$ cat config.mk
export PLATFORM = sky130hd
export DESIGN_NAME = sbm_matrix
export DESIGN_NICKNAME = d
export VERILOG_FILES = /design/src/rtl/core/sbm_pkg.sv /design/src/rtl/core/sbm_matrix.sv
export SDC_FILE = /design/constraint.sdc
export NUM_CORES = 1
export LEC_CHECK = 0
export ABC_CLOCK_PERIOD_IN_PS = 800
export BUFFER_PORTS_ARGS = -buffer_cell sky130_fd_sc_hd__buf_2
export CORE_MARGIN = 2
export CORE_UTILIZATION = 25
export CTS_CLUSTER_DIAMETER = 40
export DETAILED_ROUTE_END_ITERATION = 12
export PLACE_DENSITY = 0.42
export SYNTH_ARGS = -nofsm -noshare
export SYNTH_HDL_FRONTEND = slang
export SYNTH_SLANG_ARGS = --single-unit
$ cat constraint.sdc
create_clock -name clk_i -period 0.8 [get_ports clk_i]
set_input_delay 0.16 -clock clk_i [delete_from_list [all_inputs] [get_ports clk_i]]
set_output_delay 0.16 -clock clk_i [all_outputs]
set_load 0.01 [all_outputs]
$ cat src/rtl/core/sbm_pkg.sv
// ----------------------------------------------------------------------------
// Stereo band matrix package
// Shared item types, coefficient format, mode codes and the prediction gain
// function used by the stereo band matrix decoder.
// ----------------------------------------------------------------------------
`default_nettype none

package sbm_pkg;

  // Sample and coefficient formats. Coefficients are Q5.14 in 20 bits.
  localparam int unsigned SAMPLE_BITS = 32;
  localparam int unsigned COEF_W      = 20;
  localparam int unsigned Q_FRAC      = 14;
  localparam int unsigned ALPHA_W     = 8;

  localparam logic signed [COEF_W-1:0] ONE_Q14       = COEF_W'(16384);
  localparam logic signed [COEF_W-1:0] MINUS_ONE_Q14 = -ONE_Q14;
  localparam logic signed [COEF_W-1:0] ZERO_Q14      = '0;

  // Offset of the DPCM alpha code.
  localparam logic [6:0] ALPHA_OFFSET = 7'd60;

  // Item kinds carried in the action field.
  localparam logic ACT_HEADER = 1'b0;
  localparam logic ACT_LINE   = 1'b1;

  // Configuration register indexes.
  localparam int unsigned CFG_IDX_W = 2;
  localparam int unsigned CFG_DATA_W = 2;
  localparam logic [CFG_IDX_W-1:0] CFG_SAP_MODE   = 2'd0;
  localparam logic [CFG_IDX_W-1:0] CFG_PAIR_MODE  = 2'd1;
  localparam logic [CFG_IDX_W-1:0] CFG_TIME_DELTA = 2'd2;

  // Stereo processing modes.
  typedef enum logic [1:0] {
    SAP_IDENTITY = 2'd0,
    SAP_MS_BAND  = 2'd1,
    SAP_MS_ALL   = 2'd2,
    SAP_PREDICT  = 2'd3
  } sbm_sap_e;

  // Matrix chosen by a band header.
  typedef enum logic [1:0] {
    KIND_IDENT    = 2'd0,
    KIND_MID_SIDE = 2'd1,
    KIND_PREDICT  = 2'd2
  } sbm_kind_e;

  typedef logic signed [COEF_W-1:0] sbm_coef_t;

  typedef struct packed {
    sbm_coef_t a;
    sbm_coef_t b;
    sbm_coef_t c;
    sbm_coef_t d;
  } sbm_matrix_t;

  // Header decision passed from the alpha stage to the matrix stage.
  typedef struct packed {
    sbm_kind_e                  kind;
    logic signed [ALPHA_W-1:0]  alpha;
  } sbm_dec_t;

  // Input item.
  typedef struct packed {
    logic                          action;
    logic [2:0]                    group_index;
    logic [5:0]                    band_index;
    logic [6:0]                    group_band_count;
    logic                          mid_side_used;
    logic                          coefficient_used;
    logic [6:0]                    alpha_code;
    logic signed [SAMPLE_BITS-1:0] line_left;
    logic signed [SAMPLE_BITS-1:0] line_right;
  } sbm_in_t;

  // Result item.
  typedef struct packed {
    logic signed [SAMPLE_BITS-1:0] out_left;
    logic signed [SAMPLE_BITS-1:0] out_right;
  } sbm_out_t;

  // Prediction gain round(alpha * 0.1) in Q14, written as
  // |alpha| * 1638 + round(0.4 * |alpha|). The rounding term is
  // floor((4|alpha| + 5) / 10), taken as a multiply by 205 and a shift by 11,
  // which is exact for the small operand range here.
  function automatic sbm_coef_t gain_q14(input logic signed [ALPHA_W-1:0] alpha);
    logic [ALPHA_W-1:0] mag;
    logic [9:0]         x;
    logic [19:0]        prod_r;
    logic [5:0]         frac;
    logic [17:0]        whole;
    logic [COEF_W-1:0]  g;
    mag    = alpha[ALPHA_W-1] ? ALPHA_W'(-alpha) : ALPHA_W'(alpha);
    x      = {mag, 2'b00} + 10'd5;
    prod_r = 20'(x) * 20'd205;
    frac   = 6'(prod_r >> 11);
    whole  = 18'(mag) * 18'd1638;
    g      = COEF_W'(whole) + COEF_W'(frac);
    return alpha[ALPHA_W-1] ? $signed(-g) : $signed(g);
  endfunction

endpackage

`default_nettype wire

$ cat src/rtl/core/sbm_matrix.sv
// ----------------------------------------------------------------------------
// Stereo band matrix coefficient stage
// Turns a header decision into the 2x2 Q14 matrix and holds it for the line
// pairs of the band.
// ----------------------------------------------------------------------------
`default_nettype none

module sbm_matrix
  import sbm_pkg::*;
(
  input  wire logic     clk_i,
  input  wire logic     rst_ni,
  input  wire logic     en_i,
  input  wire logic     hdr_valid_i,
  input  wire sbm_dec_t dec_i,
  input  wire logic     pair_mode_i,
  output sbm_matrix_t   coef_o
);

  sbm_matrix_t coef_q;
  sbm_matrix_t coef_d;
  sbm_coef_t   gain;

  assign gain = gain_q14(dec_i.alpha);

  // Next matrix from the header decision.
  always_comb begin
    coef_d = coef_q;
    if (hdr_valid_i && en_i) begin
      unique case (dec_i.kind)
        KIND_IDENT: begin
          coef_d = '{a: ONE_Q14, b: ZERO_Q14, c: ZERO_Q14, d: ONE_Q14};
        end
        KIND_MID_SIDE: begin
          coef_d = '{a: ONE_Q14, b: ONE_Q14, c: ONE_Q14, d: MINUS_ONE_Q14};
        end
        KIND_PREDICT: begin
          if (pair_mode_i) begin
            coef_d = '{a: ONE_Q14 + gain, b: ONE_Q14,
                       c: ONE_Q14 - gain, d: MINUS_ONE_Q14};
          end else begin
            coef_d = '{a: ONE_Q14, b: ZERO_Q14, c: gain, d: ONE_Q14};
          end
        end
        default: begin
          coef_d = '{a: ONE_Q14, b: ZERO_Q14, c: ZERO_Q14, d: ONE_Q14};
        end
      endcase
    end
  end

  // Matrix register, identity after reset.
  always_ff @(posedge clk_i or negedge rst_ni) begin
    if (!rst_ni) begin
      coef_q <= '{a: ONE_Q14, b: ZERO_Q14, c: ZERO_Q14, d: ONE_Q14};
    end else begin
      coef_q <= coef_d;
    end
  end

  assign coef_o = coef_q;

endmodule

`default_nettype wire

### Word-level counts from Yosys, hierarchy flattened

Cells that the tools add are included.

* memories: 0
* register bits: 80
* input port bits: 15
* ROM bits: 0
* latch bits: 0
* output and inout port bits: 80
* memory bits (writable): 0
* logic and storage cells: 19

* muxes and demuxes: 4
* multipliers: 2
* bitwise gates (word level): 0
* div/mod/pow operators: 0
* reductions and logical operators: 1
* add/sub/neg operators: 6
* shift-type cells: 0
* equal/unequal tests: 2
* magnitude comparators: 0

Operator list (number)
* $pmux 80 s2: 1
* $mux 80: 1
* $add 16x20->20 const A: 1
* $mux 20: 1
* $neg 19->20: 1
* $sub 16x20->20 const A: 1
* $add 18x6->19: 1
* $mul 10x8->17 const B: 1
* $mul 8x10->17 const B: 1
* $add 10x3->10 const B: 1
* $mux 8: 1
* $neg 8->8: 1
* $eq 2x1->1 const B: 1
* $eq 2x2->1 const B: 1
* $logic_and 1x1->1: 1

### Longest topological paths before layout

Gate-level depths: netlist of run 1.

* depth after elaboration: 10
* mapped depth: 43
* gate-level depth less buffers: 42

### Worst setup path before layout of run 1

OpenSTA, ideal clock, no wires.

* kind: input -> register
* start: input dec_i[7] in the netlist's numbering
* end: register coef_q (netlist bit coef_o[38])
* setup time: 0.129 ns
* data arrival time: 8.511 ns
* cell stages on the path: 40
* buffers on the path: 3
* path slack: -7.840 ns
* data required time: 0.671 ns
* cells stage by stage: clkbuf_1 -> clkbuf_1 -> buf_1 -> nand2_1 -> o21ai_0 -> ha_1 -> nand2_1 -> nor3_1 -> xnor2_1 -> xor2_1 -> ha_1 -> fa_1 -> inv_1 -> fa_1 -> inv_1 -> ha_1 -> a21oi_1 -> o21ai_0 -> (+4 left out) -> nor2_1 -> nor2b_1 -> o21a_1 -> nor2_1 -> xnor2_1 -> ha_1 -> a21oi_1 -> nand2_1 -> or3_1 -> a2111o_1 -> o31ai_1 -> o221a_1 -> xor2_1 -> nor4b_4 -> a41oi_1 -> o31ai_1 -> xnor2_1 -> o21ai_1

* cells in the longest elaborated chain, start to end: 10
* elaborated cells between the ends (all ways): 11
* those cells by class: add/sub (5); mul (2); mux (4)

Ends and longest elaborated chain
* from (decl): RTL line sbm_matrix.sv:15 `input wire sbm_dec_t dec_i,`
* $neg 8->8: RTL line sbm_pkg.sv:94 `mag = alpha[ALPHA_W-1] ? ALPHA_W'(-alpha) : ALPHA_W'(alpha);`
* $mux 8: RTL line sbm_pkg.sv:94
* $add 10x3->10: RTL line sbm_pkg.sv:95 `x = {mag, 2'b00} + 10'd5;`
* $mul 10x8->17: RTL line sbm_pkg.sv:96 `prod_r = 20'(x) * 20'd205;`
* $add 18x6->19: RTL line sbm_pkg.sv:99 `g = COEF_W'(whole) + COEF_W'(frac);`
* $neg 19->20: RTL line sbm_pkg.sv:100 `return alpha[ALPHA_W-1] ? $signed(-g) : $signed(g);`
* $mux 20 (*): RTL line sbm_pkg.sv:100
* $sub 16x20->20: RTL line sbm_matrix.sv:40 `c: ONE_Q14 - gain, d: MINUS_ONE_Q14};`
* $mux 80 (*): RTL line sbm_matrix.sv:38 `if (pair_mode_i) begin`
* $pmux 80 s2 (*): RTL line sbm_matrix.sv:30 `unique case (dec_i.kind)`
* to (signal assigned): RTL line sbm_matrix.sv:55 `coef_q <= '{a: ONE_Q14, b: ZERO_Q14, c: ZERO_Q14, d: ONE_Q14};`
* to (signal assigned): RTL line sbm_matrix.sv:57 `coef_q <= coef_d;`
* to (decl): RTL line sbm_matrix.sv:20 `sbm_matrix_t coef_q;`

Mark *: on every way between the ends. The rest lies on a longest branch, timed or not.
A chain may end at the register's enable or synchronous reset.

### Final worst setup path of run 1

* start: input dec_i[2] in the netlist's numbering
* end: register coef_q (netlist bit coef_o[39])

* cells in the longest elaborated chain, start to end: 10
* elaborated cells between the ends (all ways): 11
* those cells by class: add/sub (5); mul (2); mux (4)

Ends and longest elaborated chain (RTL line)
* $neg 8->8: sbm_pkg.sv:94
* $mux 8 (*): sbm_pkg.sv:94
* $add 10x3->10: sbm_pkg.sv:95
* $mul 10x8->17: sbm_pkg.sv:96
* $add 18x6->19 (*): sbm_pkg.sv:99
* $neg 19->20: sbm_pkg.sv:100
* $mux 20 (*): sbm_pkg.sv:100
* $sub 16x20->20: sbm_matrix.sv:40
* $mux 80 (*): sbm_matrix.sv:38
* $pmux 80 s2 (*): sbm_matrix.sv:30

Marks and branches as above.

==> impl_metrics.toml, run 1 <==
[outcome]
status = "finished, violations left"
violations = "negative setup slack"

[die]
core_mm2 = 0.0234
die_w_um = 158
die_area_mm2 = 0.0250
pin_count = 95
fp.dieH_um = 158
num_rows = 56
start_util_pct = 25.3

[worst_setup_path]
timing_worst_setup_path_type = "in2reg"
slowest_stage = "fa_1"
path_max_fanout = 5
max_stage_delay_ps = 510
cp-end-kind = "register"
cp-start-kind = "input port"
crit_path_frequent_cell = "o21a_1"
cp.required_ps = 960
arrival_ps = 8040

[synth]
synth_cell_types = 75
synth-edff-count = 0
synth-seq-cells = 41
netlist_instances = 675
async_flop_share_pct = 100
ys_seq_area_share_pct = 17.3
synth_ff_type = "dfrtp_1"
synth_area_per_cell_um2 = 8.78
synthesis.area_mm2 = 0.00593
ys.warnings.count = 0

[sta]
period_share_pct = 985
period_minus_slack_ps = 7880
slew_viol_final = 0
skew_ps = 0
rsz0062_at_grt = "true"
setup_viol_count_final = 87
worst_pin_slew_ps = 775
relSlewSlack_pct = 48.0
max_freq_mhz = 127
hold_viol_final = 0
worst_slack_ps = -7080

[cells_and_area]
fin_cells = 1365
num_antenna_cells = 0
final_area_mm2 = 0.0108
drive_gt1_share_pct = 56.1
largest_register_ffs = 41
areaGrowthSynthToFinish_pct = 81.9
nets = 1172

[drt]
wl_per_cell_um = 12.5
drt-initial-drc-count = 168
ant_nets = 0
route.detailed.drc = 0
first_pass_iters = 4
vias_per_cell = 4.26
drt-total-wl_um = 17100
vias = 5819

[min_path]
hold_class = "in2async"

[clocking]
clk_path_buf_depth = 2
worstSkewPairLatency_ps = 280
cts_tree = "built"
clk_pin_slew_worst_paths_ps = 60
cts_buffers = 5
clkSinkCount = 41
cts_root_buffer = "clkbuf_16"
h-tree-depth = 2

[placed_design]
place_area_mm2 = 0.00862
place_inst = 1271
pre_cts_slack_ps = -7600
dpl.hpwl_um = 13700
portBuffers = 60
place_congestion = 0.772

[run]
maxCapViolations = 0

[global_route]
grt_pass1_vias = 5903
grt-ovfl-total = 0
grt_max_degree = 30
track_usage_pct = 13.7
grt_pass1_wl_um = 28000
antenna_found_initial = 0
[stage by stage]
| step | setup TNS [ps] | hold WS, ps | util [%] |
|---|---|---|---|
| final | -251580 | 280 | 46.1 |
| after global routing | -266350 | 325 | 46.1 |
| after CTS | -251200 | 291 | 42.2 |
| after detailed placement | -261880 | 52.5 | 36.8 |
| after global placement | -258530 | 52.0 | 36.8 |
| after floorplan | -243460 | -136 | - |
[worst paths after layout]
kind	startpoint	endpoint	slack, ps	depth (start not counted)
setup / recovery	dec_i[2]	coef_o[39]	-7080	41
hold reg to reg	coef_o[74]	coef_o[74]	470	2
max in group asynchronous	rst_ni	coef_o[79]	90	3
min in group clk_i	hdr_valid_i	coef_o[65]	300	4
hold / removal	rst_ni	coef_o[62]	280	2
setup reg to reg	coef_o[70]	coef_o[70]	-160	3
[cell families after synthesis]
| family | after synthesis | synth area share [%] |
|---|---|---|
| AOI/OAI and AO/OA | 141 | 16.6 |
| muxes | 4 | 0.697 |
| and+or+nand+nor | 172 | 15.0 |
| xor gates and xnor gates | 88 | 13.7 |
| DFF | 41 | 17.3 |
| buffers and inverters | 115 | 9.82 |
| other | 2 | 0.127 |
| adders and majority gates | 112 | 26.7 |
[metal layers]
metal | share of wire [%] | global-route usage, % | up-vias
li1 | - | - | 3013
met1 | 46 | 17.7 | 2727
met2 | 52 | 25.3 | 73
met3 | 2.0 | 0.657 | 6
met4 | 0.64 | 2.23 | 0
met5 | 0 | 0 | -
[cell type report]
cell class                      instances  area [um^2]
Timing Repair Buffer                  384         3100
Tap cell                              319          399
Clock inverter                          2         35.0
Multi-Input combinational cell        551         5850
Inverter                               62          245
Fill cell                            2341        12600
Sequential cell                        41         1030
Clock buffer                            6          129
[critical path, delay by kind of cell]
family / cells / cell delay [ps]
XOR/XNOR: 5 / 750
adder cells (fa/ha/maj): 6 / 2030
AO/OA/AOI/OAI: 12 / 2110
AND/OR/NAND/NOR: 13 / 2560
buffers and inverters: 5 / 420
[synth_stat cells, drive strengths merged (3+ instances only)]
cell type / n / share of area [%]
nor4: 5 / 0.63
a21oi: 26 / 2.4
and3: 4 / 0.42
a211oi: 3 / 0.59
nor2: 30 / 1.9
a31oi: 3 / 0.32
o21a: 5 / 0.63
a22o: 7 / 1.0
nor3b: 3 / 0.38
and2: 6 / 0.63
nor2b: 3 / 0.32
dfrtp: 40 / 17
a21o: 7 / 0.89
and4: 3 / 0.49
clkbuf: 12 / 0.76
a211o: 4 / 0.59
or2: 4 / 0.42
nor4b: 4 / 0.84
xnor2: 61 / 9.4
nand2: 64 / 4.1
fa: 24 / 8.1
nand3b: 3 / 0.38
o21ai: 49 / 4.2
nand4: 7 / 0.74
buf: 41 / 5.1
inv: 62 / 3.9
ha: 88 / 19
a41oi: 4 / 0.59
xor2: 27 / 4.3
o31ai: 10 / 1.4
nor3: 11 / 0.93
o41ai: 4 / 0.72
or3: 9 / 0.95
mux2i: 3 / 0.51
nand3: 5 / 0.42
nand2b: 5 / 0.53
[cells in the final DEF (no fill, tap or decap), drive strengths merged, types with 6 or more instances in the layout]
master  netlist  final
a21o          7      7
a21oi        26     26
a22o          7      7
and2          6      6
buf          41    382
clkbuf       12      7
conb          2     34
dfrtp        40     40
fa           24     24
ha           88     88
inv          62     62
nand2        64     64
nand4         7      7
nor2         30     30
nor3         11     11
o21ai        49     49
o31ai        10     10
or3           9      9
xnor2        61     61
xor2         27     27
[what timing repair did]
item	CTS	global route
gates resized for setup	153	119
endpoints found under the hold margin	7	0
pin swaps	85	52
buffers inserted	54	46
hold buffers	1	0
endpoints found under the setup margin	87	87
Power of run 1 is not shown: default switching activity piles up to over one toggle a cycle in this logic, so the estimate is an artifact.
==> inputs of run 2 (changes only) <==
--- a/config.mk
+++ b/config.mk
@@ -5,13 +5,15 @@
 export SDC_FILE = /design/constraint.sdc
 export NUM_CORES = 1
 export LEC_CHECK = 0
-export ABC_CLOCK_PERIOD_IN_PS = 800
+export ABC_AREA = 1
+export ABC_CLOCK_PERIOD_IN_PS = 9100
 export BUFFER_PORTS_ARGS = -buffer_cell sky130_fd_sc_hd__buf_2
 export CORE_MARGIN = 2
 export CORE_UTILIZATION = 25
 export CTS_CLUSTER_DIAMETER = 40
 export DETAILED_ROUTE_END_ITERATION = 12
-export PLACE_DENSITY = 0.42
+export PLACE_DENSITY = 0.41
+export SLEW_MARGIN = 20
 export SYNTH_ARGS = -nofsm -noshare
 export SYNTH_HDL_FRONTEND = slang
 export SYNTH_SLANG_ARGS = --single-unit
==> constraint.sdc (replaced) <==
create_clock -name clk_i -period 9.1 [get_ports clk_i]
set_input_delay 1.82 -clock clk_i [delete_from_list [all_inputs] [get_ports clk_i]]
set_output_delay 1.82 -clock clk_i [all_outputs]
set_load 0.01 [all_outputs]
==> impl_metrics.toml, run 2 <==
[drt]
ant_nets = 0
drt-initial-drc-count = 233
route.detailed.drc = 0
drt-total-wl_um = 16500
first_pass_iters = 4
vias = 5884
wl_per_cell_um = 11.8
vias_per_cell = 4.21

[synth]
synth_largest_area_cell = "ha_1"
async_flop_share_pct = 100
synth_ff_type = "dfrtp_1"
synth_fa_ha_area_share_pct = 24.6
synth-edff-count = 0
synthesis.area_mm2 = 0.00644
ys_seq_area_share_pct = 16.0
synth-simple-area-share_pct = 32.7
synth_top_family_by_area = "simple AND/OR/NAND/NOR gates"
synth-seq-cells = 41
synth_compound_area_share_pct = 7.54
yosys.area.top_type_share_pct = 17.1
ys.warnings.count = 0
synth_xor_area_share_pct = 5.64
netlist_instances = 928
synthTopCellsByCount = "nand2_1 (246), inv_1 (132), ha_1 (88)"
synth_cell_types = 44
yosys-top-cells-area = "ha_1 (17%), dfrtp_1 (16%), nand2_1 (14%)"
yosysMostFrequentCell = "nand2_1"
synthMuxAreaShare_pct = 0
synth_area_per_cell_um2 = 6.94

[cells_and_area]
largest_register_ffs = 41
nets = 1195
num_antenna_cells = 0
fill_cells = 2785
layout_commonest_cell = "nand2_1"
areaGrowthSynthToFinish_pct = 26.3
final_cell_mix = "nand2_1 (238), inv_1 (125), buf_4 (91)"
drive_gt1_share_pct = 27.9

[placed_design]
pre_cts_slack_ps = -178
place_congestion = 0.764
dpl.hpwl_um = 13900
portBuffers = 60

[clocking]
clk_path_buf_depth = 2
cts_root_buffer = "clkbuf_16"
cts_buffers = 5
clkSinkCount = 41
worstSkewPairLatency_ps = 280
h-tree-depth = 2
clk_pin_slew_worst_paths_ps = 60
cts_tree = "built"
ctsHoldBuffers = 0

[worst_setup_path]
max_stage_delay_ps = 530
slowest_stage = "fa_1"
worstReg2RegStart = "coef_o[18]"
path_delay_family = "adder cells"
cp.depth = 52
arrival_ps = 8800
cp-start-kind = "input port"
crit_path_frequent_cell = "nand2_2"
cp.required_ps = 9320
worst-r2r-setup-slack_ps = 8240
timing_worst_setup_path_type = "in2reg"
path_max_fanout = 4
reg2reg_depth = 1
crit_buf_inv = 10
startpoint = "dec_i[0]"
cp-end-kind = "register"

[sta]
worst_pin_slew_ps = 986
slew_viol_final = 0
hold_viol_final = 0
rsz0062_at_grt = "true"
period_share_pct = 94.3
setup_viol_count_final = 0
whs_ps = 467
period_minus_slack_ps = 8580
max_freq_mhz = 117
skew_ps = 0
relSlewSlack_pct = 34.3
worst_slack_ps = 522

[global_route]
grt_max_degree = 43
grt-ovfl-total = 0
grt_pass1_vias = 5772
grt_pass1_wl_um = 28100
track_usage_pct = 12.6
antenna_found_initial = 0

[run]
maxCapViolations = 0

[die]
start_util_pct = 25.5
die_area_mm2 = 0.0270
core_mm2 = 0.0253
pin_count = 95
fp.dieH_um = 164
num_rows = 58
die_w_um = 164

[min_path]
holdCritStartpoint = "coef_o[39]"
hold_class = "reg2reg"
hold_depth = 2

[outcome]
status = "complete, no violations"
[run 2: cell count changes in the layout (fill, tap and decap cells not counted), sizes merged, moves of 46 or more]
| cell | delta |
|---|---|
| xnor2 | -46 |
| nand2 | +215 |
| nand3 | +68 |
| inv | +78 |
| buf | -230 |
| nor2 | +51 |
[run 2: metrics by stage]
stage	std cells	util [%]	area (um^2)	TNS, ps
after CTS	1379	30.4	7670	0
after global placement	1371	29.7	7490	-488
after global routing	1399	32.2	8130	-677
final	1399	32.2	8130	0
after detailed placement	1371	29.7	7490	-938
after floorplan	960	-	6580	0
[run 2: kinds of logic (layout without fill, tap and decap cells)]
logic type,after synthesis,count (layout)
AO/OA/AOI/OAI,86,86
XOR/XNOR,35,35
adder cells (fa/ha/maj),112,112
buffers and inverters,192,301
flip-flops,41,41
other,2,34
AND/OR/NAND/NOR,460,460
[run 2: path summary, 6_finish.rpt]
path,to
max,coef_o[78]
min,coef_o[39]
max reg2reg,coef_o[18]
min reg2reg,coef_o[39]
max in group asynchronous,coef_o[78]
min in group asynchronous,coef_o[66]
[run 2: area by class of cell]
cell class | count | area [um^2] | share of cell area, %
multi-input combinational | 727 | 4960 | 61.0
sequential | 41 | 1030 | 12.6
timing repair buffer | 152 | 1010 | 12.5
inverter | 141 | 537 | 6.60
tap | 330 | 413 | 5.08
clock buffer | 6 | 139 | 1.71
clock inverter | 2 | 37.5 | 0.462
[run 2: routing by layer]
layer  global-route usage [%]  vias up  share of wire (%)
met4                     2.09        0                1.0
met1                     17.3     2653                 50
met3                    0.904       10                2.4
met5                        0        -                  0
met2                     21.9       80                 46
li1                         -     3141                  -
[run 2: timing repair]
item	in CTS	in global routing
resized for setup	0	80
endpoints found under the setup margin	0	21
buffers inserted	0	20
Power of run 2 is left out for the same reason.
==> inputs of run 3 (changes only) <==
--- a/config.mk
+++ b/config.mk
@@ -7,13 +7,14 @@
 export LEC_CHECK = 0
 export ABC_AREA = 1
 export ABC_CLOCK_PERIOD_IN_PS = 9100
-export BUFFER_PORTS_ARGS = -buffer_cell sky130_fd_sc_hd__buf_2
 export CORE_MARGIN = 2
-export CORE_UTILIZATION = 25
+export CORE_UTILIZATION = 70
 export CTS_CLUSTER_DIAMETER = 40
 export DETAILED_ROUTE_END_ITERATION = 12
-export PLACE_DENSITY = 0.41
+export DONT_BUFFER_PORTS = 1
+export PLACE_DENSITY = 0.86
 export SLEW_MARGIN = 20
 export SYNTH_ARGS = -nofsm -noshare
 export SYNTH_HDL_FRONTEND = slang
 export SYNTH_SLANG_ARGS = --single-unit
+export TNS_END_PERCENT = 5
==> impl_metrics.toml, run 3 (same netlist as run 2, synthesis figures left out) <==
[sta]
worst_pin_slew_ps = 1110
setup_viol_count_final = 11
worst_slack_ps = -141
relSlewSlack_pct = 26.0
max_freq_mhz = 108
skew_ps = 0
period_share_pct = 102
setup_tns_ps = -957
period_minus_slack_ps = 9240
slew_viol_final = 0
hold_viol_final = 0

[clocking]
cts_root_buffer = "clkbuf_8"
cts_buffers = 5
clk_path_buf_depth = 2
h-tree-depth = 2
clk_pin_slew_worst_paths_ps = 90
clkSinkCount = 41
cts_tree = "built"
worstSkewPairLatency_ps = 300

[run]
maxCapViolations = 0

[worst_setup_path]
path_delay_family = "simple AND/OR/NAND/NOR gates"
cp-end-kind = "register"
cp-start-kind = "input port"
worst-r2r-setup-slack_ps = 7970
crit_path_frequent_cell = "nand2_2"
timing_worst_setup_path_type = "in2reg"
reg2reg_depth = 1
max_stage_delay_ps = 520
cp.required_ps = 9290
worstReg2RegStart = "coef_o[18]"
path_max_fanout = 4
arrival_ps = 9430
slowest_stage = "fa_1"
r2r_end = "coef_o[18]"
crit_buf_inv = 6

[placed_design]
portBuffers = 0
place_congestion = 0.915
dpl.hpwl_um = 11900
place_area_mm2 = 0.00656

[min_path]
hold_class = "reg2reg"
holdCritStartpoint = "coef_o[74]"
holdPathEnd = "coef_o[74]"
hold_depth = 2

[outcome]
status = "finished, violations left"
violations = "negative setup slack"

[global_route]
track_usage_pct = 30.4
grt_pass1_wl_um = 25600
grt_max_degree = 43
grt_pass1_vias = 5913
grt-ovfl-total = 0
antenna_found_initial = 0

[cells_and_area]
layout_commonest_cell = "nand2_1"
final_cell_mix = "nand2_1 (232), inv_1 (123), ha_1 (78)"
nets = 1085
multi_input_area_mm2 = 0.00511
seq_area_mm2 = 0.00103
num_antenna_cells = 0
largest_register_ffs = 41
areaGrowthSynthToFinish_pct = 13.1
fill_cells = 506
final_area_mm2 = 0.00728
drive_gt1_share_pct = 21.4

[die]
start_util_pct = 73.1
core_mm2 = 0.00881
num_rows = 34
die_area_mm2 = 0.00998
fp.dieH_um = 99.9
die_w_um = 99.9
pin_count = 95

[drt]
route.detailed.drc = 0
drt-total-wl_um = 18400
vias = 6514
first_pass_iters = 8
vias_per_cell = 6.10
ant_nets = 0
drt-initial-drc-count = 640
wl_per_cell_um = 17.3
## run 3: what timing repair did
| action | 4_1_cts | 5_1_grt |
|---|---|---|
| hold buffers | 0 | 0 |
| pin swaps | 0 | 66 |
| setup endpoints to repair | 3 | 21 |
| resized for setup | 1 | 103 |
| setup buffers | 1 | 17 |
| hold endpoints to repair | 0 | 0 |
## run 3: worst min-delay path, stage by stage (launching register included)
cell	delay, ps
dfstp_2	400
nor2_1	100
a31oi_1	50
## run 3: area by class of cell
class                   instances  area share (%)
clock buffers                   5           0.945
clock inverters                 3           0.945
inverters                     141            7.61
multi-input cells             727            70.2
flip-flops and latches         41            14.1
well taps                     108            1.86
repair buffers                 42            4.33
## run 3: through the flow
stage          hold slack, ps  cells  worst slack [ps]  utilization (%)
3_3_place_gp              521   1041               148             74.5
3_5_place_dp              536   1041              -346             74.5
4_1_cts                   548   1050              19.7             76.2
2_1_floorplan             506    960              2.25                -
6_report                  549   1067              -141             82.7
5_1_grt                   582   1067              -593             82.7
## run 3: worst max-delay path by stage
stage	startpoint	to	slack (ps)	cells past startpoint
after floorplan	dec_i[0]	coef_o[78]	2	51
after global placement	dec_i[0]	coef_o[78]	150	53
after detailed placement	dec_i[0]	coef_o[38]	-350	50
after CTS	dec_i[0]	coef_o[38]	20	51
after global routing	dec_i[1]	coef_o[39]	-590	50
final	dec_i[1]	coef_o[79]	-140	50
## run 3: per-layer routing
layer,routed length [um],global-route usage (%)
met1,6920,38.5
met2,8830,54.8
met3,1680,4.53
met4,987,7.38
met5,0,0
Power of run 3 is left out for the same reason.
