## src/rtl/core/sbm_pkg.sv

```systemverilog
// ----------------------------------------------------------------------------
// Stereo band matrix package
// Shared item types, coefficient format, mode codes and the prediction gain
// function used by the stereo band matrix decoder.
// ----------------------------------------------------------------------------
`default_nettype none

package sbm_pkg;

  // Sample and coefficient formats. Coefficients are Q5.14 in 20 bits.
  localparam int unsigned SAMPLE_BITS = 32;
  localparam int unsigned COEF_W      = 20;
  localparam int unsigned Q_FRAC      = 14;
  localparam int unsigned ALPHA_W     = 8;

  localparam logic signed [COEF_W-1:0] ONE_Q14       = COEF_W'(16384);
  localparam logic signed [COEF_W-1:0] MINUS_ONE_Q14 = -ONE_Q14;
  localparam logic signed [COEF_W-1:0] ZERO_Q14      = '0;

  // Offset of the DPCM alpha code.
  localparam logic [6:0] ALPHA_OFFSET = 7'd60;

  // Item kinds carried in the action field.
  localparam logic ACT_HEADER = 1'b0;
  localparam logic ACT_LINE   = 1'b1;

  // Configuration register indexes.
  localparam int unsigned CFG_IDX_W = 2;
  localparam int unsigned CFG_DATA_W = 2;
  localparam logic [CFG_IDX_W-1:0] CFG_SAP_MODE   = 2'd0;
  localparam logic [CFG_IDX_W-1:0] CFG_PAIR_MODE  = 2'd1;
  localparam logic [CFG_IDX_W-1:0] CFG_TIME_DELTA = 2'd2;

  // Stereo processing modes.
  typedef enum logic [1:0] {
    SAP_IDENTITY = 2'd0,
    SAP_MS_BAND  = 2'd1,
    SAP_MS_ALL   = 2'd2,
    SAP_PREDICT  = 2'd3
  } sbm_sap_e;

  // Matrix chosen by a band header.
  typedef enum logic [1:0] {
    KIND_IDENT    = 2'd0,
    KIND_MID_SIDE = 2'd1,
    KIND_PREDICT  = 2'd2
  } sbm_kind_e;

  typedef logic signed [COEF_W-1:0] sbm_coef_t;

  typedef struct packed {
    sbm_coef_t a;
    sbm_coef_t b;
    sbm_coef_t c;
    sbm_coef_t d;
  } sbm_matrix_t;

  // Header decision passed from the alpha stage to the matrix stage.
  typedef struct packed {
    sbm_kind_e                  kind;
    logic signed [ALPHA_W-1:0]  alpha;
  } sbm_dec_t;

  // Input item.
  typedef struct packed {
    logic                          action;
    logic [2:0]                    group_index;
    logic [5:0]                    band_index;
    logic [6:0]                    group_band_count;
    logic                          mid_side_used;
    logic                          coefficient_used;
    logic [6:0]                    alpha_code;
    logic signed [SAMPLE_BITS-1:0] line_left;
    logic signed [SAMPLE_BITS-1:0] line_right;
  } sbm_in_t;

  // Result item.
  typedef struct packed {
    logic signed [SAMPLE_BITS-1:0] out_left;
    logic signed [SAMPLE_BITS-1:0] out_right;
  } sbm_out_t;

  // Prediction gain round(alpha * 0.1) in Q14, written as
  // |alpha| * 1638 + round(0.4 * |alpha|). The rounding term is
  // floor((4|alpha| + 5) / 10), taken as a multiply by 205 and a shift by 11,
  // which is exact for the small operand range here.
  function automatic sbm_coef_t gain_q14(input logic signed [ALPHA_W-1:0] alpha);
    logic [ALPHA_W-1:0] mag;
    logic [9:0]         x;
    logic [19:0]        prod_r;
    logic [5:0]         frac;
    logic [17:0]        whole;
    logic [COEF_W-1:0]  g;
    mag    = alpha[ALPHA_W-1] ? ALPHA_W'(-alpha) : ALPHA_W'(alpha);
    x      = {mag, 2'b00} + 10'd5;
    prod_r = 20'(x) * 20'd205;
    frac   = 6'(prod_r >> 11);
    whole  = 18'(mag) * 18'd1638;
    g      = COEF_W'(whole) + COEF_W'(frac);
    return alpha[ALPHA_W-1] ? $signed(-g) : $signed(g);
  endfunction

endpackage

`default_nettype wire

```

## src/rtl/core/sbm_alpha.sv

```systemverilog
// ----------------------------------------------------------------------------
// Stereo band matrix alpha stage
// Decodes band headers: tracks the window group, predicts alpha from the
// alpha row memory or from the bands below, and picks the band's matrix kind.
// ----------------------------------------------------------------------------
`default_nettype none

module sbm_alpha
  import sbm_pkg::*;
#(
  parameter int unsigned MAX_BANDS  = 64,
  parameter int unsigned MAX_GROUPS = 8
) (
  input  wire logic     clk_i,
  input  wire logic     rst_ni,
  input  wire logic     en_i,
  input  wire logic     rd_en_i,
  input  wire logic [5:0] rd_band_i,
  input  wire logic     hdr_valid_i,
  input  wire sbm_in_t  hdr_i,
  input  wire sbm_sap_e sap_mode_i,
  input  wire logic     pair_mode_i,
  input  wire logic     time_delta_i,
  output sbm_dec_t      dec_o
);

  localparam int unsigned AW = $clog2(MAX_BANDS);

  logic signed [ALPHA_W-1:0] alpha_mem [MAX_BANDS];
  logic signed [ALPHA_W-1:0] rdata_q;
  logic signed [ALPHA_W-1:0] fwd_data_q;
  logic                      fwd_hit_q;

  logic [AW-1:0]             rd_addr;
  logic [AW-1:0]             wr_addr;
  logic                      wr_en;
  logic signed [ALPHA_W-1:0] wr_data;

  logic [2:0]                cur_group_q;
  logic [6:0]                cur_count_q;
  logic [6:0]                prev_count_q;
  logic [6:0]                prev_count_d;
  logic signed [ALPHA_W-1:0] alpha_m1_q;
  logic signed [ALPHA_W-1:0] alpha_m2_q;

  logic                      hdr_fire;
  logic                      in_range;
  logic                      by_time;
  logic                      alpha_upd;
  logic signed [ALPHA_W-1:0] row_alpha;
  logic signed [9:0]         delta;
  logic signed [9:0]         base;
  logic signed [9:0]         sum;
  logic signed [ALPHA_W-1:0] sum_sat;
  logic signed [ALPHA_W-1:0] value;

  assign rd_addr  = AW'(rd_band_i);
  assign wr_addr  = AW'(hdr_i.band_index);
  assign hdr_fire = hdr_valid_i && en_i;

  // Alpha row memory: one write and one registered read per cycle.
  always_ff @(posedge clk_i) begin
    if (wr_en) begin
      alpha_mem[wr_addr] <= wr_data;
    end
    if (en_i && rd_en_i) begin
      rdata_q <= alpha_mem[rd_addr];
    end
  end

  // A header reading the entry that the header ahead of it writes in the
  // same cycle takes the new value from the forwarding register.
  always_ff @(posedge clk_i or negedge rst_ni) begin
    if (!rst_ni) begin
      fwd_hit_q  <= 1'b0;
      fwd_data_q <= '0;
    end else if (en_i && rd_en_i) begin
      fwd_hit_q  <= wr_en && (wr_addr == rd_addr);
      fwd_data_q <= wr_data;
    end
  end

  assign row_alpha = fwd_hit_q ? fwd_data_q : rdata_q;

  // Group tracking: the previous count only counts when the group follows on.
  always_comb begin
    prev_count_d = prev_count_q;
    if (hdr_i.group_index != cur_group_q) begin
      if ({1'b0, hdr_i.group_index} == ({1'b0, cur_group_q} + 4'd1)) begin
        prev_count_d = cur_count_q;
      end else begin
        prev_count_d = '0;
      end
    end
  end

  assign in_range = ({1'b0, hdr_i.band_index} < hdr_i.group_band_count) &&
                    (32'(hdr_i.band_index) < MAX_BANDS) &&
                    (32'(hdr_i.group_index) < MAX_GROUPS);

  assign by_time = (hdr_i.group_index != 3'd0) &&
                   (hdr_i.group_band_count == prev_count_d) && time_delta_i;

  // DPCM decode of alpha with saturation to eight bits.
  always_comb begin
    delta = $signed({3'b000, hdr_i.alpha_code}) - $signed({3'b000, ALPHA_OFFSET});
    if (by_time) begin
      base = 10'(row_alpha);
    end else if (hdr_i.band_index == 6'd0) begin
      base = '0;
    end else begin
      base = 10'(alpha_m2_q);
    end
    sum = base + delta;
    if (sum > 10'sd127) begin
      sum_sat = 8'sd127;
    end else if (sum < -10'sd128) begin
      sum_sat = -8'sd128;
    end else begin
      sum_sat = sum[ALPHA_W-1:0];
    end
    if (!hdr_i.coefficient_used) begin
      value = '0;
    end else if (hdr_i.band_index[0]) begin
      value = alpha_m1_q;
    end else begin
      value = sum_sat;
    end
  end

  // Matrix kind for the band.
  always_comb begin
    dec_o.kind  = KIND_IDENT;
    dec_o.alpha = value;
    if (in_range) begin
      unique case (sap_mode_i)
        SAP_IDENTITY: dec_o.kind = KIND_IDENT;
        SAP_MS_BAND:  dec_o.kind = (pair_mode_i && hdr_i.mid_side_used) ?
                                   KIND_MID_SIDE : KIND_IDENT;
        SAP_MS_ALL:   dec_o.kind = pair_mode_i ? KIND_MID_SIDE : KIND_IDENT;
        SAP_PREDICT:  dec_o.kind = hdr_i.coefficient_used ? KIND_PREDICT : KIND_IDENT;
        default:      dec_o.kind = KIND_IDENT;
      endcase
    end
  end

  assign alpha_upd = hdr_fire && in_range && (sap_mode_i == SAP_PREDICT);
  assign wr_en     = alpha_upd;
  assign wr_data   = value;

  // Group and alpha history registers.
  always_ff @(posedge clk_i or negedge rst_ni) begin
    if (!rst_ni) begin
      cur_group_q  <= '0;
      cur_count_q  <= '0;
      prev_count_q <= '0;
      alpha_m1_q   <= '0;
      alpha_m2_q   <= '0;
    end else begin
      if (hdr_fire) begin
        cur_group_q  <= hdr_i.group_index;
        cur_count_q  <= hdr_i.group_band_count;
        prev_count_q <= prev_count_d;
      end
      if (alpha_upd) begin
        alpha_m2_q <= alpha_m1_q;
        alpha_m1_q <= value;
      end
    end
  end

endmodule

`default_nettype wire

```

## config.mk

```make
export PLATFORM = sky130hd
export DESIGN_NAME = sbm_alpha
export DESIGN_NICKNAME = d
export VERILOG_FILES = /design/src/rtl/core/sbm_pkg.sv /design/src/rtl/core/sbm_alpha.sv
export SDC_FILE = /design/constraint.sdc
export NUM_CORES = 1
export LEC_CHECK = 0
export BUFFER_PORTS_ARGS = -buffer_cell sky130_fd_sc_hd__buf_2
export CELL_PAD_IN_SITES_DETAIL_PLACEMENT = 0
export CELL_PAD_IN_SITES_GLOBAL_PLACEMENT = 1
export CORE_MARGIN = 1.5
export CORE_UTILIZATION = 45
export CTS_CLUSTER_SIZE = 28
export DETAILED_ROUTE_END_ITERATION = 12
export PLACE_DENSITY_LB_ADDON = 0.1
export SYNTH_ARGS = -nofsm -noshare
export SYNTH_HDL_FRONTEND = slang
export SYNTH_SLANG_ARGS = --single-unit
```

## constraint.sdc

```tcl
create_clock -name clk_i -period 7.1 [get_ports clk_i]
set_input_delay 0.71 -clock clk_i [delete_from_list [all_inputs] [get_ports clk_i]]
set_output_delay 0.71 -clock clk_i [all_outputs]
set_load 0.005 [all_outputs]
```

; ---- After elaboration in Yosys (flattened, before gate mapping)
; Memory sizes are Yosys's and may differ from the RTL's. A register that Yosys moved wholly into a read port is not among the register bits.
; Cells that the tools add are included.
[classes]
add_sub_neg = 3
mul = 0
div = 0
order_cmp = 3
n_eq_ne = 7
shifts = 0
muxes = 16
bitwise_logic = 0
n_reduce_logical = 11
[op_table]
columns = operator, n
row1 = two-way mux 8 bit, 5
row2 = two-way mux 10 bit, 2
row3 = two-way mux 7 bit, 2
row4 = adder 10 x 8 -> 10 bit, 1
row5 = "> comparator 10 x 8 -> 1 bit, second input constant", 1
row6 = "< comparator 10 x 8 -> 1 bit, second input constant", 1
row7 = logical AND 1 bit, 8
row8 = case mux 2 bit (4 select lines), 1
row9 = "subtractor 7 x 6 -> 8 bit, second input constant", 1
row10 = equality test 7 bit, 1
row11 = < comparator 6 x 7 -> 1 bit, 1
row12 = equality test 6 bit, 1
row13 = logical NOT 6 bit, 1
row14 = "adder 3 x 1 -> 4 bit, second input constant", 1
row15 = "equality test 2 bit, second input constant", 2
row16 = equality test 3 x 4 -> 1 bit, 1
row17 = two-way mux 1 bit, 4
row18 = two-way mux 2 bit, 2
row19 = != test 3 bit, 1
row20 = nonzero test 3 bit, 1
row21 = "equality test 2 x 1 -> 1 bit, second input constant", 1
row22 = logical NOT 2 bit, 1
[word_totals]
reg_bits = 42
latch_bits = 0
ramBits = 512
mem_bits_ro = 0
input_bits = 105
out_inout_bits = 10
memories = 1
[memory_table]
columns = memory, words, word_bits, rd, rd_ports_with_merged_regs, write_ports, line_no
row1 = alpha_mem, 64, 8, 1, 1, 1, sbm_alpha.sv:29  ; logic signed [ALPHA_W-1:0] alpha_mem [MAX_BANDS];

; ---- Longest topological paths before layout
; Gate-level depths: netlist of run 1.
[depth]
depth_word = 14
mapped_depth = 17
ltp_nobuf = 16

; ---- Worst setup path after synthesis of run 1
; OpenSTA, ideal clock, no wires.
[synth_timing]
path_type = input-to-output
start = input port hdr_i[88] (netlist bit)
end = output port dec_o[6] (netlist bit)
arrival_ns = 5.374
t_required_ns = 6.390
path_slack_ns = 1.016
stages = 14
path_cell_list = xnor3_1 > nand2_1 > o31ai_1 > mux2i_1 > nand4_1 > buf_2 > mux2i_1 > ha_1 > clkbuf_1 > and4_1 > o21ai_1 > a311oi_1 > o31ai_1 > a21oi_1
[synth_rtl]
columns = item, line_no
row1 = from (decl), sbm_alpha.sv:20  ; input wire sbm_in_t hdr_i,
row2 = to (decl), sbm_alpha.sv:24  ; output sbm_dec_t dec_o

==> results of run 1 <==
[area by class of cell]
class                           instances  area share (%)
Clock inverter                         32            1.15
Multi-Input combinational cell        545            25.3
Sequential cell                       562            61.3
Inverter                               23           0.317
Tap cell                              680            3.13
Clock buffer                           71            5.60
Timing Repair Buffer                  131            3.27
[worst paths after layout]
path | endpoint | slack [ns] | cells past startpoint
min | cur_group_q[1] | 0.28 | 1
max reg2reg | alpha_mem[56][0] | 1.00 | 17
max in group asynchronous | alpha_m1_q[4] | 6.14 | 1
min reg2reg | fwd_data_q[4] | 0.49 | 2
min in group clk_i | cur_count_q[6] | 0.41 | 3
max | dec_o[0] | 0.27 | 17
[layout by cell type (no fill, tap or decap), types with 21 or more instances in the layout]
master	instances
clkbuf_16	59
dfrtp_1	42
nand2_1	38
buf_4	81
edfxtp_1	520
a2111oi_2	48
inv_1	21
mux2i_1	23
buf_2	47
mux4_2	163
[sequential cells by signal (all words and copies together) (netlist names)]
| name | count |
|---|---|
| alpha_m1_q | 8 |
| alpha_m2_q | 8 |
| alpha_mem | 512 |
| cur_count_q | 7 |
| cur_group_q | 3 |
| fwd_data_q | 8 |
| fwd_hit_q | 1 |
| prev_count_q | 7 |
| rdata_q | 8 |
[cells by family after synthesis]
logic type / after synthesis
AO/OA/AOI/OAI: 166
XOR/XNOR: 16
adder cells (fa/ha/maj): 16
buffers and inverters: 105
flip-flops: 562
multiplexers: 206
AND/OR/NAND/NOR: 141
[metal layers]
metal,vias up,track usage [%]
met5,-,0
met4,0,5.26
met3,63,3.05
met2,323,33.2
met1,6621,33.7
li1,5373,-
[worst register-to-register path, cell delays in order, from the launching register on]
cell and delay [ns]:
dfrtp_1 0.43, ha_1 0.22, xnor3_1 0.55, nand2_1 0.29
o31ai_1 0.35, mux2i_1 0.29, nand4_1 0.36, mux2i_1 0.36
ha_1 0.22, inv_1 0.06, fa_1 0.45, nor2b_1 0.21
o2111ai_1 0.25, a31oi_1 0.47, a21oi_1 0.14, o31ai_2 0.43
nand2_2 0.25, buf_4 0.40
[power breakdown]
part | internal [mW] | total, mW | switching [mW]
clock network | 1.73 | 2.97 | 1.24
registers | 3.95 | 3.99 | 0.0398
logic | 0.375 | 1.20 | 0.825
total | 6.05 | 8.16 | 2.11
[stage by stage]
step / power [mW] / std cells / instance area (µm²) / utilization (%)
floorplan: 4.77 / 1212 / 23600 / -
global placement: 5.23 / 1941 / 25300 / 49.2
detailed placement: 5.26 / 1941 / 25300 / 49.2
CTS: 8.23 / 2044 / 27200 / 52.8
global route: 8.48 / 2044 / 27200 / 52.8
finish: 8.16 / 2044 / 27200 / 52.8
==> reports/metrics.yaml, run 1 <==
cells_and_area:
  fillers: 4114
  drive_above_1_share_pct: 34.2
  final-seq-area_um2: 16700
  antenna_cells: 0
  syn2layout_area_growth_pct: 15.4
  multi_input_comb_area_um2: 6870
  nNetsFinal: 1442
synth:
  yosysWarningCount: 0
  synth_compound_area_share_pct: 5.32
  synthCells: 1212
  synth_area_um2: 23600
  synthTopCellsByArea: "edfxtp_1, mux4_2, dfrtp_1, a2111oi_0, mux2i_1"
  ys_types: 58
  synthArstFlopShare_pct: 7.47
  synth_edf_count: 520
  yosysTopAreaCell: "edfxtp_1"
  synth_top_area_share_pct: 66.3
  synthXorXnorAreaFrac_pct: 0.653
  syn_avg_cell_area_um2: 19.4
  synthTopCellsByCount: "edfxtp_1, mux4_2, clkbuf_1"
  synth_top_family_by_area: "multiplexers"
  synthAdderAreaFrac_pct: 0.881
  synth.most_common_cell: "edfxtp_1"
  seq_area_frac_synth_pct: 70.7
  synth_top_flop_cell: "edfxtp_1"
  muxShareOfSynthArea_pct: 17.5
  yosys.area_share.simple_pct: 3.13
  ys_seq_elements: 562
  synthesis.nets: 1333
clocking:
  cts_resized: 0
  htreeDepth: 2
  clk_latency_ns: 0.61
  cts_buffers: 58
  cts_root_buf: "clkbuf_16"
  cts_hold_buf: 0
  post-cts-setup-buffers: 0
  cts_tree: "built"
  path_clk_slew_ns: 0.07
  cts_buffer_depth: 3
  clock_sinks: 562
sta:
  slew_headroom_pct: 22.6
  finalClockSkew_ns: 0.0231
  worst_pin_slew_ns: 1.16
  period_share_pct: 96.2
  final_hold_viol_count: 0
  worst_slack_ns: 0.268
  rsz0062_at_grt: "false"
  period_needed_ns: 6.83
  drv_slew: 0
  fmax_mhz: 146
  setup_viol: 0
  tns_ns: 0
  holdWs_ns: 0.275
routing:
  top_layer: "met4"
  num_vias: 12380
  wirelength_um: 57100
  dr.pass1.iters: 4
  ant_nets: 0
  route.met3.wl_um: 2540
  wl_per_cell_um: 27.9
  drc: 0
  via_per_inst: 6.06
  drt-met1-wl_um: 27100
  dr_wl_met2_um: 26600
  drtIter0Drc: 1180
global_routing:
  grtUsageTotal_pct: 21.9
  grt_pass1_wl_um: 85400
  grt_max_degree: 92
  overflow: 0
  grt_pass1_vias: 12678
  antenna_found_initial: 1
power_and_ir_drop:
  p_leak_nw: 8.87
  vdd_drop_max_mv: 0.174
  p_per_area_nw_per_um2: 300
placement:
  globalplace.congestion: 0.826
  port_buffers: 49
  hpwl_um: 35100
  pre_cts_ws_ns: 0.681
critical_path:
  crit_fanout: 8
  worstSetupPathType: "reg -> out"
  crit_path_cell_trace: "ha_1 > xnor3_1 > nand2_1 > o31ai_1 > mux2i_1 > nand4_1 > mux2i_1 > ha_1 > inv_1 > fa_1 > nor2b_1 > o2111ai_1 > a31oi_1 > a21oi_1 > o31ai_2 > nand2_2 > buf_2"
  startpoint: "cur_group_q[0]"
  end_kind: "output pin"
  critical_path.max_stage_delay_ns: 0.55
  cp_slowest_cell: "xnor3_1"
  worst-path-buf-inv: 2
  timing.rr.start: "cur_group_q[0]"
  critPathTopFamily: "compound AO/OA/AOI/OAI gates"
  cp_data_required_time_ns: 6.39
  critical_path.startpoint_type: "flip-flop"
  cp.arrival_ns: 6.12
status:
  status: "complete, no violations"
floorplanning:
  fp.dieW_um: 232
  initial_core_util_pct: 45.8
  io_pins: 115
  dieArea_um2: 53800
  die_h_um: 232
  coreArea_um2: 51500
  fp-row-count: 83
hold_path:
  worstHoldPathType: "in -> async"
flow_run:
  cap_violations: 0
(Power assumes the default switching activity.)
==> inputs of run 2 (changes only) <==
Settings changed: CORE_MARGIN 1.5 to default, CORE_UTILIZATION 45 to 54.
==> run 2 against run 1 <==
Net effect: die area is 17% lower; largest cell class unchanged; fmax is 2.3% higher; final cell count is 4.8% lower; via count is 1.4% lower; core utilization is 9.9 points higher.
==> reports/metrics.yaml, run 2 (same netlist as run 1, synthesis figures left out) <==
global_routing:
  antenna_found_initial: 0
  grt_max_degree: 75
  overflow: 0
  grtUsageTotal_pct: 25.0
  grt_pass1_wl_um: 80100
  grt_pass1_vias: 12440
routing:
  drc: 0
  wirelength_um: 52800
  via_per_inst: 6.28
  ant_nets: 0
  num_vias: 12209
  wl_per_cell_um: 27.1
  drtIter0Drc: 1245
  dr.pass1.iters: 5
critical_path:
  end_kind: "output pin"
  critical_path.startpoint_type: "flip-flop"
  startpoint: "cur_group_q[0]"
  rrSetupSlack_ns: 1.03
  setup.worst_path.end: "dec_o[2]"
  timing.rr.start: "cur_group_q[0]"
  cp_data_required_time_ns: 6.39
  reg2regPathDepth: 19
  cp.arrival_ns: 5.96
  worstSetupPathType: "reg -> out"
  timing.rr.end: "alpha_mem[28][0]"
  crit_fanout: 11
cells_and_area:
  fillers: 3061
  regMostFlops: "alpha_mem"
  syn2layout_area_growth_pct: 14.6
  antenna_cells: 0
  mostFrequentLayoutCells: "edfxtp_1, mux4_2, buf_4"
  fin_util_pct: 62.7
  final_cells: 1945
  largest_register_ff_count: 512
  drive_above_1_share_pct: 33.5
  nNetsFinal: 1433
  design_area_um2: 27000
  final_common_cell: "edfxtp_1"
placement:
  dpl.cell_count: 1839
  port_buffers: 49
  placed_cell_area_um2: 25100
  globalplace.congestion: 0.800
  hpwl_um: 33100
clocking:
  clk_latency_ns: 0.61
  cts_root_buf: "clkbuf_16"
  clock_sinks: 562
  cts_resized: 0
  cts_tree: "built"
  cts_buffer_depth: 3
  cts_hold_buf: 0
  cts_buffers: 56
  path_clk_slew_ns: 0.06
  htreeDepth: 2
  post-cts-setup-buffers: 0
sta:
  period_needed_ns: 6.67
  tns_ns: 0
  finalClockSkew_ns: 0.0186
  rsz0062_at_grt: "false"
  fmax_mhz: 150
  period_share_pct: 94.0
  worst_pin_slew_ns: 1.24
  drv_slew: 0
  final_hold_viol_count: 0
  setup_viol: 0
  slew_headroom_pct: 16.9
floorplanning:
  io_pins: 115
  fp.dieW_um: 211
  coreArea_um2: 43100
  dieArea_um2: 44500
  die_h_um: 211
  initial_core_util_pct: 54.7
  fp-row-count: 76
power_and_ir_drop:
  p_leak_nw: 8.84
  p_per_area_nw_per_um2: 302
  total_power_mw: 8.15
  vdd_drop_max_mv: 0.240
status:
  status: "complete, no violations"
hold_path:
  worstHoldPathType: "in -> async"
flow_run:
  cap_violations: 0
run 2: cell count changes in the layout (fill, tap and decap cells not counted), sizes merged:
cell / before / now
buf: 130 / 123
clkbuf: 72 / 69
bufinv: 6 / 8
clkinv: 21 / 23
clkinvlp: 3 / 5
run 2: final cells by class:
| class | count | area (µm²) | area share, % |
|---|---|---|---|
| clock buffers | 68 | 1470 | 5.43 |
| flip-flops and latches | 562 | 16700 | 61.7 |
| clock inverters | 38 | 395 | 1.46 |
| well taps | 585 | 732 | 2.71 |
| multi-input cells | 545 | 6830 | 25.3 |
| repair buffers | 124 | 832 | 3.08 |
| inverters | 23 | 86.3 | 0.320 |
run 2: layer usage:
layer	wire (µm)	GRT usage, %
met1	22800	36.3
met2	25400	39.1
met3	3540	4.68
met4	1050	7.15
met5	0	0
run 2: worst min-delay path by stage:
stage             startpoint               to  slack (ns)  cells after the start
6_report              rst_ni  prev_count_q[6]        0.27                      1
5_1_grt               rst_ni  prev_count_q[6]        0.34                      1
4_1_cts               rst_ni  prev_count_q[2]        0.29                      1
3_5_place_dp   fwd_data_q[4]    fwd_data_q[4]        0.49                      2
3_3_place_gp   fwd_data_q[4]    fwd_data_q[4]        0.46                      2
2_1_floorplan         rst_ni    alpha_m1_q[0]        0.41                      0
run 2: power breakdown:
| part | switching, mW | internal, mW | leakage (nW) |
|---|---|---|---|
| clock network | 1.22 | 1.76 | 0.893 |
| logic | 0.812 | 0.373 | 2.71 |
| registers | 0.0416 | 3.95 | 5.23 |
| total | 2.07 | 6.08 | 8.84 |
run 2: metrics by stage:
step | hold WS [ns] | setup WS, ns
2_1_floorplan | 0.414 | 1.02
3_3_place_gp | 0.463 | 0.939
3_5_place_dp | 0.491 | 0.903
4_1_cts | 0.285 | 0.346
5_1_grt | 0.342 | 0.00612
6_report | 0.270 | 0.425
run 2: worst max-delay path: stages (launching register included):
cell and delay, ns:
dfrtp_1 0.43, ha_1 0.32, xnor2_1 0.47, nand2_1 0.34, o31ai_1 0.34, mux2i_1 0.29
nand4_1 0.11, buf_4 0.21, mux2i_1 0.24, ha_1 0.38, a21oi_1 0.27, nand2_1 0.13
o21ai_1 0.54, a31oi_1 0.22, or4_1 0.58, and3_2 0.33, buf_2 0.16
==> inputs of run 3 (changes only) <==
Settings changed: CELL_PAD_IN_SITES_DETAIL_PLACEMENT 0 to default, CELL_PAD_IN_SITES_GLOBAL_PLACEMENT 1 to default, CORE_UTILIZATION 54 to 55, PLACE_DENSITY from default to 0.73, PLACE_DENSITY_LB_ADDON 0.1 to default.
==> run 3 against run 2 <==
Net effect: die area fell by 1.8%; final cell count down 3.9%; clock skew decreased by 0.0032 ns; flip-flop and latch count is the same; via count increased by 1.4%; setup slack improved by 0.017 ns; wire length fell by 1.1%; fmax increased by 0.26%; register-to-register slack better by 0.18 ns; critical path depth stayed put; clock power is 5% lower; critical endpoint unchanged; largest cell class unchanged.
==> reports/metrics.yaml, run 3 (same netlist as run 1, synthesis figures left out) <==
status:
  status: "complete, no violations"
cells_and_area:
  mostFrequentLayoutCells: "edfxtp_1, mux4_2, clkbuf_16"
  drive_above_1_share_pct: 32.4
  final_common_cell: "edfxtp_1"
  regMostFlops: "alpha_mem"
  antenna_cells: 0
  nNetsFinal: 1411
  syn2layout_area_growth_pct: 13.2
  largest_register_ff_count: 512
  final_cells: 1869
  fillers: 2813
sta:
  period_needed_ns: 6.66
  final_hold_viol_count: 0
  worst_pin_slew_ns: 1.35
  setup_viol: 0
  finalClockSkew_ns: 0.0153
  drv_slew: 0
  fmax_mhz: 150
  period_share_pct: 93.8
  slew_headroom_pct: 10.1
  rsz0062_at_grt: "false"
  tns_ns: 0
routing:
  drc: 0
  wl_per_cell_um: 27.9
  ant_nets: 0
  via_per_inst: 6.63
  num_vias: 12386
  dr.pass1.iters: 6
  drtIter0Drc: 1416
  wirelength_um: 52200
critical_path:
  critical_path.max_stage_delay_ns: 0.59
  end_kind: "output pin"
  cp_slowest_cell: "or4_1"
  cp_data_required_time_ns: 6.39
  critical_path.startpoint_type: "flip-flop"
  cp.arrival_ns: 5.95
  crit_path_cell_trace: "ha_1 > xnor3_1 > nand2_1 > o31ai_1 > mux2i_1 > nand4_1 > buf_4 > mux2i_1 > ha_1 > a21oi_1 > nand2_1 > o21ai_1 > a31oi_1 > or4_1 > and3_2 > buf_2"
  worstSetupPathType: "reg -> out"
  crit_fanout: 14
  reg2regPathDepth: 16
clocking:
  htreeDepth: 2
  cts_buffers: 55
  cts_root_buf: "clkbuf_16"
  cts_hold_buf: 0
  cts_buffer_depth: 3
  path_clk_slew_ns: 0.06
  clock_sinks: 562
  clk_latency_ns: 0.60
  cts_tree: "built"
placement:
  globalplace.congestion: 0.853
  port_buffers: 49
  hpwl_um: 31600
  dpl.cell_count: 1771
global_routing:
  groute.layer.met1.usage_pct: 34.0
  met3_usage_pct: 6.48
  antenna_found_initial: 0
  grt-busiest-layer: "met2"
  grt_pass1_vias: 12571
  grt_max_degree: 77
  overflow: 0
  grtUsageMet2_pct: 38.4
  grtUsageTotal_pct: 24.6
  grt_pass1_wl_um: 78500
floorplanning:
  dieArea_um2: 43700
  fp.dieW_um: 209
  initial_core_util_pct: 55.9
  fp-row-count: 75
  die_h_um: 209
  io_pins: 115
  coreArea_um2: 42100
power_and_ir_drop:
  p_leak_nw: 8.69
  vdd_drop_max_mv: 0.185
  p_per_area_nw_per_um2: 300
hold_path:
  worstHoldPathType: "in -> async"
flow_run:
  cap_violations: 0
run 3: cell types whose count changed in the layout (fill, tap and decap cells not counted), moves of 2 or more:
cell,change
clkinvlp_4,-3
clkinv_1,-6
clkinv_2,+5
buf_4,-23
inv_6,-2
bufinv_16,-3
run 3: timing repair:
| action | in CTS | in global routing |
|---|---|---|
| hold endpoints to repair | 0 | 0 |
| gates resized for setup | 0 | 1 |
| setup endpoints to repair | 0 | 3 |
| setup buffers | 0 | 0 |
run 3: worst paths after layout:
| path | endpoint | start | slack [ns] |
|---|---|---|---|
| min | cur_group_q[1] | rst_ni | 0.28 |
| min reg2reg | fwd_data_q[4] | fwd_data_q[4] | 0.50 |
| max in group asynchronous | fwd_data_q[3] | rst_ni | 6.19 |
| max reg2reg | alpha_mem[0][2] | cur_group_q[0] | 1.21 |
| min in group clk_i | cur_count_q[3] | hdr_i[76] | 0.44 |
| max | dec_o[2] | cur_group_q[0] | 0.44 |
run 3: power by group:
part	total (mW)	leakage [nW]	internal, mW	switching, mW
clock network	2.84	0.852	1.64	1.20
registers	3.99	5.23	3.95	0.0408
logic	1.18	2.61	0.364	0.812
total	8.00	8.69	5.95	2.05
run 3: metrics by stage:
| stage | instance area, µm² | setup slack [ns] | utilization, % | power (mW) | hold WS [ns] |
|---|---|---|---|---|---|
| final | 26700 | 0.442 | 63.3 | 8.00 | 0.284 |
| after global routing | 26700 | 0.0637 | 63.3 | 8.27 | 0.346 |
| after CTS | 26700 | 0.329 | 63.3 | 8.03 | 0.291 |
| after detailed placement | 24900 | 0.871 | 59.2 | 5.22 | 0.479 |
| after global placement | 24900 | 0.968 | 59.2 | 5.17 | 0.469 |
| after floorplan | 23600 | 1.02 | - | 4.77 | 0.414 |
run 3: cell type report:
class	instances	area [µm²]	area share, %
inverter	23	86.3	0.324
tap	539	674	2.53
timing repair buffer	103	687	2.57
clock inverter	29	268	1.00
sequential	562	16700	62.5
clock buffer	68	1470	5.50
multi-input combinational	545	6840	25.6
run 3: worst max-delay path, delay by kind of cell, from the launching register on:
family	cells	cell delay [ns]
compound gates	4	1.41
flops	1	0.43
fa+ha+maj	2	0.59
buf+inv	2	0.39
mux	2	0.49
xor+xnor	1	0.55
simple gates	5	1.48
run 3: layer usage:
layer	up-vias	wire length, µm
met2	496	25100
met4	0	1640
met3	92	4300
li1	5311	-
met5	-	0
met1	6487	21200
